==> config.mk <==
export PLATFORM = sky130hd
export DESIGN_NAME = nand_command_sequencer_top
export DESIGN_NICKNAME = d
export VERILOG_FILES = /design/src/ncs_pkg.sv /design/src/ncs_front.sv /design/src/ncs_queue.sv /design/src/ncs_back.sv /design/src/nand_command_sequencer_top.sv
export VERILOG_INCLUDE_DIRS = /design/src /design/src/src
export SDC_FILE = /design/constraint.sdc
export NUM_CORES = 1
export LEC_CHECK = 0
export ABC_CLOCK_PERIOD_IN_PS = 4100
export BUFFER_PORTS_ARGS = -buffer_cell sky130_fd_sc_hd__buf_4
export CAP_MARGIN = 20
export CORE_ASPECT_RATIO = 0.6
export CORE_UTILIZATION = 61
export CTS_BUF_LIST = sky130_fd_sc_hd__clkbuf_2 sky130_fd_sc_hd__clkbuf_4 sky130_fd_sc_hd__clkbuf_8
export CTS_CLUSTER_DIAMETER = 100
export DETAILED_ROUTE_END_ITERATION = 12
export PLACE_DENSITY = 0.79
export SLEW_MARGIN = 20
export SYNTH_ARGS = -nofsm -noshare
export SYNTH_HDL_FRONTEND = slang
export SYNTH_SLANG_ARGS = --single-unit
==> constraint.sdc <==
create_clock -name clk -period 4.1 [get_ports clk]
set_clock_uncertainty 0.05 [all_clocks]
set_input_delay 0.205 -clock clk [delete_from_list [all_inputs] [get_ports clk]]
set_output_delay 0.205 -clock clk [all_outputs]
set_load 0.03 [all_outputs]
==> src/nand_command_sequencer_top_assert.svh <==
// ----------------------------------------------------------------------------
// nand_command_sequencer_top_assert.svh
// Assertion macros for the NAND command sequencer; empty in synthesis.
// ----------------------------------------------------------------------------
`ifndef NAND_COMMAND_SEQUENCER_TOP_ASSERT_SVH
`define NAND_COMMAND_SEQUENCER_TOP_ASSERT_SVH
`ifndef SYNTHESIS
`define NCS_ASSERT(label, clk, rst_n, prop) \
	label: assert property (@(posedge clk) disable iff (!rst_n) prop) \
		else $error("ncs: property violated");
`define NCS_ASSERT_NEVER(label, clk, rst_n, expr) \
	label: assert property (@(posedge clk) disable iff (!rst_n) !(expr)) \
		else $error("ncs: forbidden condition");
`else
`define NCS_ASSERT(label, clk, rst_n, prop)
`define NCS_ASSERT_NEVER(label, clk, rst_n, expr)
`endif
`endif

==> src/ncs_pkg.sv <==
// ----------------------------------------------------------------------------
// ncs_pkg
// Shared types, codes and the bus cycle lookup of the NAND command sequencer.
// ----------------------------------------------------------------------------
`default_nettype none

package ncs_pkg;

	localparam int OPW   = 2;
	localparam int COLW  = 16;
	localparam int ROWW  = 24;
	localparam int KINDW = 3;
	localparam int VALW  = 8;
	localparam int STEPW = 4;

	localparam logic [OPW-1:0] OP_RESET     = 2'd0;
	localparam logic [OPW-1:0] OP_READ_ID   = 2'd1;
	localparam logic [OPW-1:0] OP_STATUS    = 2'd2;
	localparam logic [OPW-1:0] OP_READ_PAGE = 2'd3;

	localparam logic [KINDW-1:0] KIND_CMD        = 3'd0;
	localparam logic [KINDW-1:0] KIND_ADDR       = 3'd1;
	localparam logic [KINDW-1:0] KIND_PAGE_OUT   = 3'd2;
	localparam logic [KINDW-1:0] KIND_ID_OUT     = 3'd3;
	localparam logic [KINDW-1:0] KIND_STATUS_OUT = 3'd4;

	localparam logic [VALW-1:0] CMD_RESET      = 8'hFF;
	localparam logic [VALW-1:0] CMD_READ_ID    = 8'h90;
	localparam logic [VALW-1:0] CMD_STATUS     = 8'h70;
	localparam logic [VALW-1:0] CMD_READ0      = 8'h00;
	localparam logic [VALW-1:0] CMD_READ_START = 8'h30;

	// longest run is a large page read: eleven bus cycles, steps 0..10
	localparam logic [STEPW-1:0] MAX_STEP = 4'd10;

	localparam int QDEPTH = 2;
	localparam int PTRW   = $clog2(QDEPTH);
	localparam int CNTW   = $clog2(QDEPTH + 1);

	typedef struct packed {
		logic [OPW-1:0]  opcode;
		logic            large_pg;
		logic [COLW-1:0] column;
		logic [ROWW-1:0] row;
	} desc_t;

	typedef struct packed {
		logic [KINDW-1:0] kind;
		logic [VALW-1:0]  value;
		logic             last;
	} bus_cycle_t;

	// Bus cycle number 'step' of the run for one request.
	// Small page runs skip the column high byte, so their steps from two on
	// are shifted up by one onto the large page numbering.
	function automatic bus_cycle_t cycle_at(desc_t d, logic [STEPW-1:0] step);
		logic [STEPW-1:0] e;
		logic [STEPW-1:0] buf_idx;
		bus_cycle_t c;
		c.kind  = KIND_CMD;
		c.value = '0;
		c.last  = 1'b0;
		e = (!d.large_pg && (step >= 4'd2)) ? step + 4'd1 : step;
		buf_idx = e - 4'd7;
		case (d.opcode)
			OP_RESET: begin
				c.value = CMD_RESET;
				c.last  = 1'b1;
			end
			OP_READ_ID: begin
				if (step == '0) begin
					c.value = CMD_READ_ID;
				end else begin
					c.kind = KIND_ID_OUT;
					c.last = 1'b1;
				end
			end
			OP_STATUS: begin
				if (step == '0) begin
					c.value = CMD_STATUS;
				end else begin
					c.kind = KIND_STATUS_OUT;
					c.last = 1'b1;
				end
			end
			default: begin
				case (e)
					4'd0: c.value = CMD_READ0;
					4'd1: begin
						c.kind  = KIND_ADDR;
						c.value = d.column[7:0];
					end
					4'd2: begin
						c.kind  = KIND_ADDR;
						c.value = d.column[15:8];
					end
					4'd3: begin
						c.kind  = KIND_ADDR;
						c.value = d.row[7:0];
					end
					4'd4: begin
						c.kind  = KIND_ADDR;
						c.value = d.row[15:8];
					end
					4'd5: begin
						c.kind  = KIND_ADDR;
						c.value = d.row[23:16];
					end
					4'd6: begin
						if (d.large_pg) begin
							c.value = CMD_READ_START;
						end else begin
							c.kind = KIND_PAGE_OUT;
							c.last = 1'b1;
						end
					end
					default: begin
						c.kind  = KIND_PAGE_OUT;
						c.value = {{(VALW-STEPW){1'b0}}, buf_idx};
						c.last  = (e == MAX_STEP);
					end
				endcase
			end
		endcase
		return c;
	endfunction

endpackage

`default_nettype wire

==> src/ncs_front.sv <==
// ----------------------------------------------------------------------------
// ncs_front
// Holds the page size register and turns each request into a run descriptor.
// ----------------------------------------------------------------------------
`default_nettype none

module ncs_front (
	input  wire logic                  clk,
	input  wire logic                  arst_n,
	input  wire logic                  push,
	output logic                       full,
	input  wire logic [ncs_pkg::OPW-1:0]  opcode,
	input  wire logic [ncs_pkg::COLW-1:0] column,
	input  wire logic [ncs_pkg::ROWW-1:0] page_row,
	input  wire logic                  cfg_we,
	input  wire logic                  cfg_wdata,
	input  wire logic                  q_full,
	output logic                       q_push,
	output ncs_pkg::desc_t             q_desc
);
	import ncs_pkg::*;

	logic large_page_q;

	always_ff @(posedge clk or negedge arst_n) begin
		if (!arst_n) begin
			large_page_q <= 1'b0;
		end else if (cfg_we) begin
			large_page_q <= cfg_wdata;
		end
	end

	assign full   = q_full;
	assign q_push = push && !q_full;

	// address fields only matter for page reads; zero them otherwise
	always_comb begin
		q_desc.opcode   = opcode;
		q_desc.large_pg = large_page_q;
		q_desc.column   = (opcode == OP_READ_PAGE) ? column : '0;
		q_desc.row      = (opcode == OP_READ_PAGE) ? page_row : '0;
	end

endmodule

`default_nettype wire

==> src/ncs_queue.sv <==
// ----------------------------------------------------------------------------
// ncs_queue
// Short register queue of run descriptors between front and back.
// ----------------------------------------------------------------------------
`default_nettype none

module ncs_queue (
	input  wire logic           clk,
	input  wire logic           arst_n,
	input  wire logic           wr_en,
	input  wire ncs_pkg::desc_t wr_data,
	output logic                full,
	input  wire logic           rd_en,
	output ncs_pkg::desc_t      rd_data,
	output logic                empty
);
	import ncs_pkg::*;

	desc_t           entry_q [QDEPTH];
	logic [PTRW-1:0] wr_ptr_q;
	logic [PTRW-1:0] rd_ptr_q;
	logic [CNTW-1:0] cnt_q;
	logic            do_wr;
	logic            do_rd;

	assign full  = (cnt_q == CNTW'(QDEPTH));
	assign empty = (cnt_q == '0);
	assign do_wr = wr_en && !full;
	assign do_rd = rd_en && !empty;
	assign rd_data = entry_q[rd_ptr_q];

	always_ff @(posedge clk) begin
		if (do_wr) begin
			entry_q[wr_ptr_q] <= wr_data;
		end
	end

	always_ff @(posedge clk or negedge arst_n) begin
		if (!arst_n) begin
			wr_ptr_q <= '0;
			rd_ptr_q <= '0;
			cnt_q    <= '0;
		end else begin
			if (do_wr) begin
				wr_ptr_q <= wr_ptr_q + PTRW'(1);
			end
			if (do_rd) begin
				rd_ptr_q <= rd_ptr_q + PTRW'(1);
			end
			if (do_wr && !do_rd) begin
				cnt_q <= cnt_q + CNTW'(1);
			end else if (do_rd && !do_wr) begin
				cnt_q <= cnt_q - CNTW'(1);
			end
		end
	end

endmodule

`default_nettype wire

==> src/ncs_back.sv <==
// ----------------------------------------------------------------------------
// ncs_back
// Steps through the run of the head descriptor into an output register, one bus
// cycle per clock while that register is free or being popped.
// ----------------------------------------------------------------------------
`default_nettype none
`include "nand_command_sequencer_top_assert.svh"

module ncs_back (
	input  wire logic           clk,
	input  wire logic           arst_n,
	input  wire logic           q_empty,
	input  wire ncs_pkg::desc_t q_desc,
	output logic                q_pop,
	output logic                empty,
	input  wire logic           pop,
	output logic [ncs_pkg::KINDW-1:0] cycle_kind,
	output logic [ncs_pkg::VALW-1:0]  cycle_value,
	output logic                last_cycle
);
	import ncs_pkg::*;

	logic [STEPW-1:0] step_q;
	logic             out_valid_q;
	bus_cycle_t       out_q;
	bus_cycle_t       next_cycle;
	logic             advance;

	assign next_cycle = cycle_at(q_desc, step_q);
	// load a new cycle when the output slot is free or being drained
	assign advance = !q_empty && (!out_valid_q || pop);
	assign q_pop   = advance && next_cycle.last;

	always_ff @(posedge clk or negedge arst_n) begin
		if (!arst_n) begin
			step_q      <= '0;
			out_valid_q <= 1'b0;
		end else begin
			if (advance) begin
				out_valid_q <= 1'b1;
				step_q      <= next_cycle.last ? '0 : step_q + STEPW'(1);
			end else if (pop) begin
				out_valid_q <= 1'b0;
			end
		end
	end

	always_ff @(posedge clk) begin
		if (advance) begin
			out_q <= next_cycle;
		end
	end

	assign empty       = !out_valid_q;
	assign cycle_kind  = out_q.kind;
	assign cycle_value = out_q.value;
	assign last_cycle  = out_q.last;

	`NCS_ASSERT_NEVER(a_step_range, clk, arst_n, step_q > MAX_STEP)
	`NCS_ASSERT(a_run_keeps_desc, clk, arst_n, (step_q != '0) |-> !q_empty)
	`NCS_ASSERT(a_last_rewinds, clk, arst_n, (advance && next_cycle.last) |=> (step_q == '0))
	`NCS_ASSERT(a_run_opens_cmd, clk, arst_n,
		(advance && (step_q == '0)) |=> (!empty && (cycle_kind == KIND_CMD)))

endmodule

`default_nettype wire

==> src/nand_command_sequencer_top.sv <==
// ----------------------------------------------------------------------------
// nand_command_sequencer_top
// NAND flash command/address sequencer: one request in, a run of bus cycles out.
// ----------------------------------------------------------------------------
// Each request is turned into its run of flash bus cycles, delivered one per
// clock while pop is held: a reset run has 1 bus cycle, read id and read status 2,
// page read 6 on small pages and 11 on large pages; the single output step
// counter sets this rate. Requests wait in a two-entry descriptor queue, so
// new ones are taken while a run is still being delivered. large_page is
// sampled when a request is accepted.
`default_nettype none

module nand_command_sequencer_top (
	input  wire logic                  clk,
	input  wire logic                  arst_n,
	input  wire logic                  push,
	output logic                       full,
	input  wire logic [ncs_pkg::OPW-1:0]  opcode,
	input  wire logic [ncs_pkg::COLW-1:0] column,
	input  wire logic [ncs_pkg::ROWW-1:0] page_row,
	output logic                       empty,
	input  wire logic                  pop,
	output logic [ncs_pkg::KINDW-1:0]  cycle_kind,
	output logic [ncs_pkg::VALW-1:0]   cycle_value,
	output logic                       last_cycle,
	input  wire logic                  cfg_we,
	input  wire logic                  cfg_wdata
);
	import ncs_pkg::*;

	logic  q_push;
	logic  q_full;
	logic  q_empty;
	logic  q_pop;
	desc_t q_wr_desc;
	desc_t q_rd_desc;

	ncs_front u_front (
		.clk      (clk),
		.arst_n   (arst_n),
		.push     (push),
		.full     (full),
		.opcode   (opcode),
		.column   (column),
		.page_row (page_row),
		.cfg_we   (cfg_we),
		.cfg_wdata(cfg_wdata),
		.q_full   (q_full),
		.q_push   (q_push),
		.q_desc   (q_wr_desc)
	);

	ncs_queue u_queue (
		.clk    (clk),
		.arst_n (arst_n),
		.wr_en  (q_push),
		.wr_data(q_wr_desc),
		.full   (q_full),
		.rd_en  (q_pop),
		.rd_data(q_rd_desc),
		.empty  (q_empty)
	);

	ncs_back u_back (
		.clk        (clk),
		.arst_n     (arst_n),
		.q_empty    (q_empty),
		.q_desc     (q_rd_desc),
		.q_pop      (q_pop),
		.empty      (empty),
		.pop        (pop),
		.cycle_kind (cycle_kind),
		.cycle_value(cycle_value),
		.last_cycle (last_cycle)
	);

endmodule

`default_nettype wire

==> impl_results.md <==
- Final wirelength: 13,300 µm
- Fin. Hold Viols: 0
- Post-CTS sizing: 0
- CTS tree: done
- Distinct cells, synth: 64
- DRT antenna net count: 0
- Worst-skew pair later-pin latency: 380 ps
- DRT Pass-1 Iters: 5
- Pwr/cell area: between 700 and 800 nW/µm²
- Max layer used: met4
- Antenna violations before repair: 0
- Setup Crit Path Kind: reg -> reg
- N_diodes: 0
- Placed cell count: 591
- WL met2: around 5700 µm
- H-tree levels: 3
- Clk pwr share: 14.7%
- Slew Limit Fails: 0
- HP Class: in -> reg
- First-pass GRT wire length: slightly above 20,000 µm
- Total number of vias: ~4,000
- Share of cells above drive strength 1: roughly 22%
- Seq pwr share: 37.9%
- Sw Pwr: 2.01 mW
- Hold_buf cts: 1
- Final Util: 72.3%
- CP Data Required Time: 4190 ps
- Post-synth EDFFs: 98
- # port buffers: 61
- Register area share after synthesis: 57.9%
- Gr usage total: 29.5%
- Fraction of the cycle the final worst path needs: 91.8%
- Largest net degree at the start of global routing: 64
- #FFs+latches synth: 108
- Internal: 2.71 mW
- Clk slew on worst S/H paths: ~110 ps
- Combinational share of power: 47.4%
- VDD IR max: 0.000381 V
- Vias in the first global route: 3,748
- Drt via density: 6.63
- Async SR Flop Fraction: 9.26%
- Clock period minus worst slack: 3760 ps
- CTS root buf: clkbuf_8
- Worst-path cell chain: inv_1 -> ha_1 -> o41ai_4 -> nor2_1 -> a21boi_1 -> o211ai_1 -> a21oi_1 -> a211o_1
- Slowest CP cell: dfrtp_1
- Post-Syn Area: 5510 µm²
- Post-synthesis net count: 494
- Worst-margin pin slew: 1070 ps
- CP Capture Type: register
- Hold WS: 4.71 ps
- # IOs: between 60 and 70
- Clock Sinks: about 110
- Initial Util: between 60% and 70%
- Routed metal-1 wirelength: between 6000 and 7000 µm
- Largest stage delay, worst path: 870 ps
- Mean post-synth cell area: between 10 and 15 µm²
- Layout Nets: 543
- Clock buffer depth: 2
- TritonCTS buffer count: 9
- P_leak: 2.47 nW
- Num rows: 26
- Die Y: 75.6 µm
- RSZ-0062 raised after global routing: false
- Placer Congestion: 0.898
- Setup TNS: 0 ps
- Relative slew slack: roughly a quarter
- DRC: 0
- Synth Instances: 442
- Wire length on met3: 1370 µm
- Arrival time of the worst setup path: between 3000 and 4000 ps
- Fmax: about 0.27 GHz
- Die footprint: 9430 µm²
- Status: completed
- Top FF cell, synth: edfxtp_1
- WL/cell: 21.9 µm
- Final Non-Filler Cells: approximately 610
- Type of origin of the critical path: register
- Area Overhead vs Synth: 13.1%
- Max-cap violations: 0
- Warnings from Yosys: 0
- Total grt overflow: 0
- Die Wd: between 100 and 150 µm
- Sw Ratio: between 40% and 50%
- Core box area: 8620 µm²
- DP HPWL: 9210 µm
- Detailed Route Iter0 Violations: roughly 610
- # Post-CTS Setup Buffers: 0
- Worst Path Max Fanout: 21
- Final total power: 4.71 mW
- Finish-stage setup viols: 0
[through the flow]
step                setup slack (ps)  cell area [µm²]
floorplan                       1150             5510
global placement                 547             6010
detailed placement               498             6010
CTS                              487             6230
global route                     204             6230
finish                           337             6230
[critical path: cells and delay by family, from the launching register on]
kind,cells,cell delay [ps]
buffers and inverters,1,260
adders and majority gates,1,540
DFF,1,870
AOI/OAI and AO/OA,5,1370
and+or+nand+nor,1,430
[routing by layer]
layer	GRT usage, %	vias up
met2	43.2	222
met4	10.0	0
li1	-	1833
met1	41.5	1950
met3	9.97	26
met5	0	-
[layout make-up]
class	count	area, µm²
sequential	108	3190
fill	571	2390
multi-input combinational	291	2120
timing repair buffer	68	513
tap	112	140
clock buffer	9	124
clock inverter	7	92.6
inverter	13	48.8
[synthesized netlist by cell type (10+ instances only)]
cell       n  area [µm²]
a21oi_1   13        65.1
and3_1    44         275
clkbuf_1  12        45.0
dfrtp_1   10         250
edfxtp_1  98        2940
inv_1     12        45.0
mux2i_1   31         310
nand2_1   20        75.1
nand3_1   10        50.1
nor2_1    17        63.8
nor3_1    14        70.1
o21ai_0   17        85.1
[sequential cells by signal, indices dropped and copies added, names as in the netlist, 2 cells and up]
name / count
u_back.step_q: 4
u_queue.entry_q: 86
u_queue.cnt_q: 2
u_back.cycle_value: 8
u_back.cycle_kind: 3
[power groups by stage]
stage	registers (mW)	clock network [mW]	logic, mW
after floorplan	1.83	0	1.54
after global placement	1.79	0	2.15
after detailed placement	1.80	0	2.18
after CTS	1.78	0.699	2.19
after global routing	1.81	0.731	2.38
final	1.79	0.693	2.23
[logic make-up (layout without fill, tap and decap cells)]
kind of cell	Yosys count	after routing	synth area share, %
flip-flops	108	108	57.9
buffers and inverters	43	97	3.75
AND/OR/NAND/NOR	141	141	14.4
multiplexers	40	40	8.29
XOR/XNOR	10	10	1.73
adder cells (fa/ha/maj)	4	4	0.908
AO/OA/AOI/OAI	96	96	13.0
[final timing paths]
path	start	cells after the start	end	slack, ps
setup / recovery	u_back.step_q[1]$_DFFE_PN0P_	8	u_back.cycle_value[4]$_DFFE_PP_	340
setup reg to reg	u_back.step_q[1]$_DFFE_PN0P_	8	u_back.cycle_value[4]$_DFFE_PP_	340
min in group asynchronous	arst_n	2	u_back.step_q[0]$_DFFE_PN0P_	150
hold reg to reg	u_queue.cnt_q[1]$_DFFE_PN0P_	1	u_queue.cnt_q[1]$_DFFE_PN0P_	500
hold / removal	cfg_wdata	2	u_front.large_page_q$_DFFE_PN0P_	5
max in group asynchronous	arst_n	2	u_queue.rd_ptr_q$_DFFE_PN0P_	3680
[layout by cell type, fill, tap and decap left out, types with 7 or more instances in the layout]
master / n
nand3_1: 10
nand2_1: 20
o21ai_0: 17
xnor2_1: 7
inv_1: 12
buf_4: 67
edfxtp_1: 98
o22ai_1: 9
mux2i_1: 31
nor2_1: 16
dfrtp_1: 9
a21oi_1: 13
o211ai_1: 8
nor3b_1: 9
nor3_1: 14
clkbuf_8: 9
and3_1: 43
Power figures use the tool's default switching activity.
